`src/hw/rtl/rcd_pkg.sv`:
```
// Shared types, command words and drive table for the RC command decoder.
`default_nettype none

package rcd_pkg;

    localparam int BYTE_W  = 8;
    localparam int SPEED_W = 7;

    localparam logic [SPEED_W-1:0] SPEED_MAX = 7'd100;

    // Four-character command words, first character in the top byte
    localparam logic [31:0] WORD_INIT  = "INIT";
    localparam logic [31:0] WORD_CMD0  = "CMD0";
    localparam logic [31:0] WORD_CMDA  = "CMDA";
    localparam logic [31:0] WORD_CMDB  = "CMDB";
    localparam logic [31:0] WORD_CMDC  = "CMDC";
    localparam logic [23:0] PREFIX_CMD = "CMD";

    localparam logic [BYTE_W-1:0] CHAR_ONE  = "1";
    localparam logic [BYTE_W-1:0] CHAR_NINE = "9";

    // Configuration register indexes
    localparam logic [1:0] CFG_FULL_SPEED = 2'd0;
    localparam logic [1:0] CFG_HALF_SPEED = 2'd1;
    localparam logic [1:0] CFG_TRIM_SPEED = 2'd2;

    // Byte position of the last byte of a command word
    localparam logic [1:0] LAST_BYTE_POS = 2'd3;

    typedef enum logic [1:0] {
        DIR_IDLE = 2'd0,
        DIR_FWD  = 2'd1,
        DIR_BACK = 2'd2
    } dir_t;

    typedef enum logic [1:0] {
        SPD_ZERO = 2'd0,
        SPD_FULL = 2'd1,
        SPD_HALF = 2'd2,
        SPD_TRIM = 2'd3
    } spd_sel_t;

    typedef enum logic [3:0] {
        CODE_NONE   = 4'd0,
        CODE_INIT   = 4'd1,
        CODE_ENGINE = 4'd2,
        CODE_LIGHTS = 4'd3,
        CODE_HORN   = 4'd4,
        CODE_BRAKE  = 4'd5,
        CODE_DRIVE  = 4'd6,
        CODE_BAD    = 4'd7,
        CODE_UNK    = 4'd8
    } code_t;

    typedef struct packed {
        logic               engine;
        logic               lights;
        logic               horn;
        dir_t               ldir;
        logic [SPEED_W-1:0] lspd;
        dir_t               rdir;
        logic [SPEED_W-1:0] rspd;
    } rcd_state_t;

    typedef struct packed {
        dir_t     ldir;
        spd_sel_t lsel;
        dir_t     rdir;
        spd_sel_t rsel;
    } drive_entry_t;

    // Drive modes 1..9 at index 0..8
    function automatic drive_entry_t drive_entry(input logic [3:0] mode_idx);
        drive_entry_t e;
        unique case (mode_idx)
            4'd0:    e = '{DIR_IDLE, SPD_ZERO, DIR_IDLE, SPD_ZERO};
            4'd1:    e = '{DIR_FWD,  SPD_TRIM, DIR_FWD,  SPD_FULL};
            4'd2:    e = '{DIR_FWD,  SPD_HALF, DIR_FWD,  SPD_FULL};
            4'd3:    e = '{DIR_BACK, SPD_FULL, DIR_FWD,  SPD_FULL};
            4'd4:    e = '{DIR_BACK, SPD_HALF, DIR_BACK, SPD_FULL};
            4'd5:    e = '{DIR_BACK, SPD_FULL, DIR_BACK, SPD_FULL};
            4'd6:    e = '{DIR_BACK, SPD_FULL, DIR_BACK, SPD_HALF};
            4'd7:    e = '{DIR_FWD,  SPD_FULL, DIR_BACK, SPD_FULL};
            4'd8:    e = '{DIR_FWD,  SPD_FULL, DIR_FWD,  SPD_HALF};
            default: e = '{DIR_IDLE, SPD_ZERO, DIR_IDLE, SPD_ZERO};
        endcase
        return e;
    endfunction

endpackage

`default_nettype wire

```
`src/hw/rtl/rcd_decode.sv`:
```
// Command word matcher and next-state logic for the RC command decoder.
`default_nettype none

module rcd_decode
    import rcd_pkg::*;
(
    input  logic [BYTE_W-1:0]  rx_byte,
    input  logic [23:0]        head_bytes,
    input  logic               last_byte,
    input  rcd_state_t         state,
    input  logic [SPEED_W-1:0] full_speed,
    input  logic [SPEED_W-1:0] half_speed,
    input  logic [SPEED_W-1:0] trim_speed,
    output rcd_state_t         state_next,
    output code_t              code,
    output logic               stopped
);

    logic [31:0]  word;
    logic [3:0]   mode_idx;
    logic         is_digit;
    drive_entry_t entry;

    function automatic logic [SPEED_W-1:0] sat_speed(input logic [SPEED_W-1:0] v);
        return (v > SPEED_MAX) ? SPEED_MAX : v;
    endfunction

    function automatic logic [SPEED_W-1:0] pick_speed(
        input spd_sel_t           sel,
        input logic [SPEED_W-1:0] full_v,
        input logic [SPEED_W-1:0] half_v,
        input logic [SPEED_W-1:0] trim_v
    );
        logic [SPEED_W-1:0] r;
        unique case (sel)
            SPD_FULL: r = sat_speed(full_v);
            SPD_HALF: r = sat_speed(half_v);
            SPD_TRIM: r = sat_speed(trim_v);
            default:  r = '0;
        endcase
        return r;
    endfunction

    assign word     = {head_bytes, rx_byte};
    assign is_digit = (rx_byte >= CHAR_ONE) && (rx_byte <= CHAR_NINE);
    assign mode_idx = 4'(rx_byte - CHAR_ONE);
    assign entry    = drive_entry(mode_idx);

    always_comb
    begin
        state_next = state;
        code       = CODE_NONE;
        stopped    = 1'b0;
        if (last_byte)
        begin
            priority if (word == WORD_INIT)
            begin
                code = CODE_INIT;
            end
            else if (word == WORD_CMD0)
            begin
                code = CODE_ENGINE;
                state_next.engine = ~state.engine;
                if (state.engine)
                begin
                    // engine off stops both motors
                    state_next.ldir = DIR_IDLE;
                    state_next.lspd = '0;
                    state_next.rdir = DIR_IDLE;
                    state_next.rspd = '0;
                    stopped         = 1'b1;
                end
            end
            else if (word == WORD_CMDA)
            begin
                code = CODE_LIGHTS;
                state_next.lights = ~state.lights;
            end
            else if (word == WORD_CMDB)
            begin
                code = CODE_HORN;
                state_next.horn = ~state.horn;
            end
            else if (word == WORD_CMDC)
            begin
                code            = CODE_BRAKE;
                state_next.ldir = DIR_IDLE;
                state_next.lspd = '0;
                state_next.rdir = DIR_IDLE;
                state_next.rspd = '0;
                stopped         = 1'b1;
            end
            else if (head_bytes == PREFIX_CMD)
            begin
                if (is_digit)
                begin
                    code            = CODE_DRIVE;
                    state_next.ldir = entry.ldir;
                    state_next.lspd = pick_speed(entry.lsel, full_speed, half_speed,
                                                 trim_speed);
                    state_next.rdir = entry.rdir;
                    state_next.rspd = pick_speed(entry.rsel, full_speed, half_speed,
                                                 trim_speed);
                end
                else
                begin
                    code = CODE_BAD;
                end
            end
            else
            begin
                code = CODE_UNK;
            end
        end
    end

endmodule

`default_nettype wire

```
`src/hw/rtl/rc_command_decoder_unit.sv`:
```
// Top level of the RC command decoder: input stage, decode stage and result register.
`default_nettype none

//  channel   handshake              payload
//  rx        rx_valid / rx_ready    rx_byte
//  res       res_valid / res_ready  echo_byte, command_done, command_code, engine_running,
//                                   lights_lit, horn_sounding, left/right_direction,
//                                   left/right_speed, motors_stopped
//  cfg       cfg_we (no wait)       cfg_index, cfg_data
//
//  res_valid rises once an accepted byte has passed the input register and the decode
//  stage into the result register; one item per cycle sustained while res_ready is high.
//  The rate is set by the combinational decode between the input register and the
//  result register, which also updates the car state.
//  Reset clears the byte counter, the car flags, the motor settings and both valids;
//  the speed registers return to 100, 50 and 93.
//  A stalled result holds the decode stage, which in turn holds rx_ready low.

module rc_command_decoder_unit
    import rcd_pkg::*;
(
    input  logic               clk,
    input  logic               rst_n,

    input  logic               rx_valid,
    output logic               rx_ready,
    input  logic [BYTE_W-1:0]  rx_byte,

    output logic               res_valid,
    input  logic               res_ready,
    output logic [BYTE_W-1:0]  echo_byte,
    output logic               command_done,
    output logic [3:0]         command_code,
    output logic               engine_running,
    output logic               lights_lit,
    output logic               horn_sounding,
    output logic [1:0]         left_direction,
    output logic [SPEED_W-1:0] left_speed,
    output logic [1:0]         right_direction,
    output logic [SPEED_W-1:0] right_speed,
    output logic               motors_stopped,

    input  logic               cfg_we,
    input  logic [1:0]         cfg_index,
    input  logic [SPEED_W-1:0] cfg_data
);

    // Speed configuration
    logic [SPEED_W-1:0] full_speed_reg;
    logic [SPEED_W-1:0] half_speed_reg;
    logic [SPEED_W-1:0] trim_speed_reg;

    // Input stage
    logic              s1_valid_reg;
    logic [BYTE_W-1:0] s1_byte_reg;

    // Command assembly and car state
    logic [1:0]        byte_count_reg;
    logic [BYTE_W-1:0] cmd_bytes_reg [0:2];
    rcd_state_t        state_reg;

    // Result register
    logic              res_valid_reg;
    logic [BYTE_W-1:0] echo_reg;
    logic              done_reg;
    code_t             code_reg;
    rcd_state_t        out_state_reg;
    logic              stopped_reg;

    // Decode outputs
    rcd_state_t state_next;
    code_t      dec_code;
    logic       dec_stopped;
    logic       last_byte;

    logic res_take;
    logic dec_fire;

    // The result register frees up when empty or being taken this cycle.
    assign res_take  = !res_valid_reg || res_ready;
    assign rx_ready  = !s1_valid_reg || res_take;
    assign dec_fire  = s1_valid_reg && res_take;
    assign last_byte = (byte_count_reg == LAST_BYTE_POS);

    always_ff @(posedge clk or negedge rst_n)
    begin
        if (!rst_n)
        begin
            full_speed_reg <= SPEED_MAX;
            half_speed_reg <= 7'd50;
            trim_speed_reg <= 7'd93;
        end
        else if (cfg_we)
        begin
            // index 3 is not a register and is dropped
            unique case (cfg_index)
                CFG_FULL_SPEED: full_speed_reg <= cfg_data;
                CFG_HALF_SPEED: half_speed_reg <= cfg_data;
                CFG_TRIM_SPEED: trim_speed_reg <= cfg_data;
                default:        ;
            endcase
        end
    end

    // Input stage
    always_ff @(posedge clk or negedge rst_n)
    begin
        if (!rst_n)
        begin
            s1_valid_reg <= 1'b0;
        end
        else if (rx_ready)
        begin
            s1_valid_reg <= rx_valid;
        end
    end

    always_ff @(posedge clk)
    begin
        if (rx_valid && rx_ready)
        begin
            s1_byte_reg <= rx_byte;
        end
    end

    rcd_decode u_decode (
        .rx_byte    (s1_byte_reg),
        .head_bytes ({cmd_bytes_reg[0], cmd_bytes_reg[1], cmd_bytes_reg[2]}),
        .last_byte  (last_byte),
        .state      (state_reg),
        .full_speed (full_speed_reg),
        .half_speed (half_speed_reg),
        .trim_speed (trim_speed_reg),
        .state_next (state_next),
        .code       (dec_code),
        .stopped    (dec_stopped)
    );

    // Car state and byte counter advance once per decoded item.
    always_ff @(posedge clk or negedge rst_n)
    begin
        if (!rst_n)
        begin
            byte_count_reg <= 2'd0;
            state_reg      <= '{1'b0, 1'b0, 1'b0, DIR_IDLE, '0, DIR_IDLE, '0};
        end
        else if (dec_fire)
        begin
            byte_count_reg <= byte_count_reg + 2'd1;
            state_reg      <= state_next;
        end
    end

    // Held command bytes are never read before they are written.
    always_ff @(posedge clk)
    begin
        if (dec_fire && !last_byte)
        begin
            cmd_bytes_reg[byte_count_reg] <= s1_byte_reg;
        end
    end

    // Result register
    always_ff @(posedge clk or negedge rst_n)
    begin
        if (!rst_n)
        begin
            res_valid_reg <= 1'b0;
        end
        else if (res_take)
        begin
            res_valid_reg <= s1_valid_reg;
        end
    end

    always_ff @(posedge clk)
    begin
        if (dec_fire)
        begin
            echo_reg      <= s1_byte_reg;
            done_reg      <= last_byte;
            code_reg      <= dec_code;
            out_state_reg <= state_next;
            stopped_reg   <= dec_stopped;
        end
    end

    assign res_valid       = res_valid_reg;
    assign echo_byte       = echo_reg;
    assign command_done    = done_reg;
    assign command_code    = code_reg;
    assign engine_running  = out_state_reg.engine;
    assign lights_lit      = out_state_reg.lights;
    assign horn_sounding   = out_state_reg.horn;
    assign left_direction  = out_state_reg.ldir;
    assign left_speed      = out_state_reg.lspd;
    assign right_direction = out_state_reg.rdir;
    assign right_speed     = out_state_reg.rspd;
    assign motors_stopped  = stopped_reg;

    // A code is reported exactly on the byte that completes a command.
    assert property (@(posedge clk) disable iff (!rst_n)
        res_valid_reg |-> (done_reg == (code_reg != CODE_NONE)))
        else $error("command code and completion flag disagree");

    // A stop report always comes with both motors idle at zero speed.
    assert property (@(posedge clk) disable iff (!rst_n)
        res_valid_reg && stopped_reg |->
            (out_state_reg.ldir == DIR_IDLE) && (out_state_reg.rdir == DIR_IDLE) &&
            (out_state_reg.lspd == '0) && (out_state_reg.rspd == '0))
        else $error("motors reported stopped but still driven");

    // Motor speeds never exceed full scale.
    assert property (@(posedge clk) disable iff (!rst_n)
        (state_reg.lspd <= SPEED_MAX) && (state_reg.rspd <= SPEED_MAX))
        else $error("motor speed above 100 percent");

    // A stalled input stage keeps its item.
    assert property (@(posedge clk) disable iff (!rst_n)
        s1_valid_reg && !res_take |=> s1_valid_reg && $stable(s1_byte_reg))
        else $error("input stage lost a stalled item");

    // The byte counter moves by one per decoded item and holds otherwise.
    assert property (@(posedge clk) disable iff (!rst_n)
        !dec_fire |=> $stable(byte_count_reg))
        else $error("byte counter moved without a decoded item");

endmodule

`default_nettype wire
```
`config.mk`:
```
export PLATFORM = sky130hd
export DESIGN_NAME = rc_command_decoder_unit
export DESIGN_NICKNAME = d
export VERILOG_FILES = /design/src/hw/rtl/rcd_pkg.sv /design/src/hw/rtl/rcd_decode.sv /design/src/hw/rtl/rc_command_decoder_unit.sv
export SDC_FILE = /design/constraint.sdc
export NUM_CORES = 1
export LEC_CHECK = 0
export BUFFER_PORTS_ARGS = -buffer_cell sky130_fd_sc_hd__buf_4
export CAP_MARGIN = 20
export CORE_MARGIN = 5
export CORE_UTILIZATION = 52
export DETAILED_ROUTE_END_ITERATION = 6
export GPL_TIMING_DRIVEN = 0
export HOLD_SLACK_MARGIN = 0.12
export PLACE_DENSITY = 0.86
export SLEW_MARGIN = 30
export SYNTH_ARGS = -nofsm -noshare
export SYNTH_HDL_FRONTEND = slang
export SYNTH_HIERARCHICAL = 1
export SYNTH_SLANG_ARGS = --single-unit
```
`constraint.sdc`:
```
create_clock -name clk -period 2.7 [get_ports clk]
set_clock_uncertainty 0.1 [all_clocks]
set_input_delay 0.27 -clock clk [delete_from_list [all_inputs] [get_ports clk]]
set_output_delay 0.27 -clock clk [all_outputs]
set_load 0.03 [all_outputs]
```
Yosys cells after proc, flatten, opt, wreduce, memory -nomap -nowiden:

Memory sizes are Yosys's and may differ from the RTL's.
Cells that the tools add are included.
Widths: inputs -> output; s select.

* add/subtract/negate cells: 2
* order comparisons: 5
* equality and inequality tests: 15
* muxes and demuxes: 32
* bitwise gates (word level): 4
* reduce and logical (&&, ||, !) cells: 16

Operator list (count)
* $eq 32x31->1 const B: 5
* $mux 18: 6
* $mux 21: 2
* $pmux 7 s3: 2
* $eq 24x23->1 const B: 1
* $gt 7x7->1 const B: 3
* $mux 7: 3
* $mux 19: 1
* $eq 2x2->1 const B: 6
* $mux 1: 12
* $ge 8x6->1 const B: 1
* $le 8x6->1 const B: 1
* $eq 2x1->1 const B: 3
* $mux 2: 3
* $mux 3: 2
* $reduce_and 2->1: 3
* $reduce_or 6->1: 1
* $logic_and 1x1->1: 4
* $mux 4: 1
* $not 1->1: 4
* $reduce_or 4->1: 1
* $sub 4x1->4 const B: 1
* $logic_not 1->1: 3
* $add 2x1->2 const B: 1
* 3 further kinds: 4

* register bits after elaboration: 89
* memory bits (writable): 24
* ROM bits: 128
* bits of input ports: 22
* output and inout port bits: 37
* logic and storage cells: 104
* memories: 2

Memories
* (no name shown): words 16, bits a word 8, rd ports 1, clocked after memory_dff 0, wr ports 0, line rcd_pkg.sv:75 `unique case (mode_idx)`
* cmd_bytes_reg: words 3, bits a word 8, rd ports 3, clocked after memory_dff 0, wr ports 1, line rc_command_decoder_unit.sv:59 `logic [BYTE_W-1:0] cmd_bytes_reg [0:2];`

Logic depth before layout (Yosys ltp):

An unclocked memory read counts as a cell.

* word-level depth: 12
* mapped depth: 8
* gate-level depth less buffers: 6

Cells and area by module:

The synthesis kept the hierarchy.

Modules (own cells, without submodules)
* rc_command_decoder_unit: instances 1, cells an instance 178, area an instance 3863.7 um^2, sequential area each 3176.8 um^2
* rcd_decode: instances 1, cells an instance 202, area an instance 1202.4 um^2, sequential area each 0.0 um^2

Least setup slack after synthesis:

Ideal clock, no wire load.

* path type: reg-to-reg
* start: register s1_byte_reg[5]
* end: register state_reg[14] (netlist name)
* setup time: 0.125 ns
* arrival: 2.498 ns
* required time: 2.475 ns
* setup slack: -0.022 ns
* cell stages (with the launch flop): 8
* path buffers: 1
* clock period less this slack: 2.722 ns
* path through: edfxtp_1 or4b_4 or4_1 a2111o_1 buf_6 nand2_1 o21ai_1 mux2_2

RTL lines
* from (decl): line rc_command_decoder_unit.sv:55 `logic [BYTE_W-1:0] s1_byte_reg;`
* from (signal assigned): line rc_command_decoder_unit.sv:122 `s1_byte_reg <= rx_byte;`
* to (signal assigned): line rc_command_decoder_unit.sv:145 `state_reg <= '{1'b0, 1'b0, 1'b0, DIR_IDLE, '0, DIR_IDLE, '0};`
* to (signal assigned): line rc_command_decoder_unit.sv:150 `state_reg <= state_next;`
* to (decl): line rc_command_decoder_unit.sv:60 `rcd_state_t state_reg;`

==> out/results.ini <==
[logic_synthesis]
synth_top_area_share_pct=39.7
synth_seq_cells=113
ys_top_cells_by_count=edfxtp_1, mux2_2, dfrtp_1, nand2_1, a21oi_1
synth_enable_flop_cells=67
yosysMostFrequentCell=edfxtp_1
ys_seq_area_share_pct=62.7
synth_top_flop_cell=edfxtp_1
ys_top_cells_by_area=edfxtp_1, dfrtp_1, mux2_2, dfstp_2, nand2_1
synthMuxAreaShare_pct=10.3
ys_warn_count=6
synthSimpleGateAreaFrac_pct=14.1
synth_top_area_cell=edfxtp_1
synth_compound_area_share_pct=9.14
async_flop_share_pct=40.7
synthXorXnorAreaFrac_pct=0.864
synth_cells=380
synth_top_family_by_area=simple AND/OR/NAND/NOR gates
yosys.cell_types.count=58
synth_area_um2=5070
syn_avg_cell_area_um2=13.3
synthAdderAreaFrac_pct=0.988
synthesis.nets=406

[sta]
finalHoldViolations=0
setup_violations=18
relSlewSlack_pct=46.5
grt_setup_unrepaired=true
post-route-min-period_ns=2.76
worst_pin_slew_ns=0.793
slew_viol_final=0
worst_slack_ns=-0.0646
fmax_mhz=362
setup_tns_ns=-0.707
fin_crit_sh_pct=102

[detailed_routing]
ant_nets=0
viasPerCell=5.94
routed_wirelength_mm=12.7
first_pass_iters=7
vias=3771
first_iter_violations=407
drc=0
wire_per_inst_um=20.0

[die]
rows=36
start_util_pct=52.6
core_area_um2=9640
dieArea_um2=11800
io_pins=59
die_x_um=109
die-height_um=109

[clocking]
h-tree-depth=4
path_clk_slew_ns=0.06
cts-buffers-inserted=17
worstSkewPairLatency_ns=0.53
root_buffer=clkbuf_8
tritoncts=built
cts_max_path_buffers=2
clock_sinks=113

[placement]
numPortBuffers=58
pre_cts_slack_ns=-0.390
hpwl_mm=7.92
gp_congestion=0.875
place_area_um2=5690

[grt]
gr-usage-all-layers_pct=22.3
grt_pass1_vias=3685
antenna_found_initial=0
grt_pass1_wl_mm=19.6
overflow=0
grt_max_degree=47

[min_path]
worstHoldPathType=in2reg

[cells_and_area]
largest_reg_flops=24
post-route-util_pct=70.9
diodes=0
syn2layout_area_growth_pct=34.9
nets=515
drive_above_1_share_pct=42.8
final_design_area_no_fill_um2=6830

[setup_path]
critPathMaxFanout=5
critPathRequiredTime_ns=3.01
arrival_ns=3.08
path_class=reg2reg
worstSetupStartpointType=flip-flop
endpoint_kind=flip-flop

[status]
violations=negative setup slack
status=finished with violations

[power_and_ir_drop]
ir_worst_vdd_mv=0.536
p_per_area_nw_per_um2=757
power.leakage_nw=2.70

[run]
cap_viol_max_count=0

## kinds of logic after synthesis
kind of cell	after synthesis
buf+inv	19
simple gates	121
compound gates	71
flops	113
fa+ha+maj	4
xor+xnor	5
mux	47
## layout make-up
| type | count | area [µm²] |
|---|---|---|
| sequential | 113 | 3180 |
| buffer | 12 | 76.3 |
| timing repair buffer | 90 | 739 |
| tap | 133 | 166 |
| fill | 673 | 2810 |
| clock buffer | 20 | 445 |
| clock inverter | 12 | 139 |
| multi-input combinational | 248 | 2060 |
| inverter | 7 | 26.3 |
## routing by layer
metal	GRT usage (%)	share of wire, %
met5	0	0
met4	11.9	3.6
met3	6.34	9.7
met2	33.7	47
met1	29.3	40
## timing repair
item	CTS	global route
pin swaps	14	7
cloned	1	0
buffers inserted	9	1
endpoints found under the hold margin	77	0
resized for setup	60	19
hold buffers	21	0
endpoints found under the setup margin	36	24
## metrics by stage
step                std cells  hold slack, ns  power [mW]
floorplan                 380          -0.126        2.64
global placement          571           0.197        2.87
detailed placement        571           0.215        2.92
CTS                       634           0.153        5.18
global route              635           0.171        5.34
finish                    635           0.167        5.17
## power by group
part | internal (mW) | switching [mW] | leakage [nW]
sequential | 2.06 | 0.141 | 1.21
clock | 1.44 | 0.763 | 0.288
combinational | 0.318 | 0.451 | 1.20
total | 3.82 | 1.35 | 2.70
## cells in the final DEF (no fill, tap or decap), types with 6 or more instances in the layout
cell type,synthesis,layout
a21oi_1,14,14
buf_4,0,66
buf_6,3,6
clkbuf_16,0,16
clkinv_2,0,6
dfrtp_1,35,35
dfstp_2,11,11
dlygate4sd3_1,0,21
edfxtp_1,67,67
inv_1,7,6
mux2_2,43,28
mux2_4,0,15
nand2_1,33,18
nand2_2,0,11
nand3_1,9,9
nand4_1,6,6
nor2_1,13,13
nor2b_1,7,7
nor3_1,8,8
o21ai_0,13,7
o21ai_2,0,12
## final timing paths
kind                                start           endpoint  slack (ns)  cells past startpoint
max                        s1_byte_reg[7]       state_reg[1]       -0.06                      7
min                                cfg_we  trim_speed_reg[5]        0.17                      3
max reg2reg                s1_byte_reg[7]       state_reg[1]       -0.06                      7
min reg2reg                 state_reg[16]      state_reg[16]        0.41                      1
max in group asynchronous           rst_n  full_speed_reg[3]        1.91                      2
min in group asynchronous           rst_n       state_reg[0]        0.19                      2
## worst max-delay path: stages (launching register included)
cell,delay [ns]
edfxtp_1,0.41
or4b_4,0.57
or4_4,0.43
a2111o_1,0.52
buf_6,0.21
nand2_2,0.07
o21ai_2,0.06
mux2_4,0.27
(Power assumes the default switching activity.)
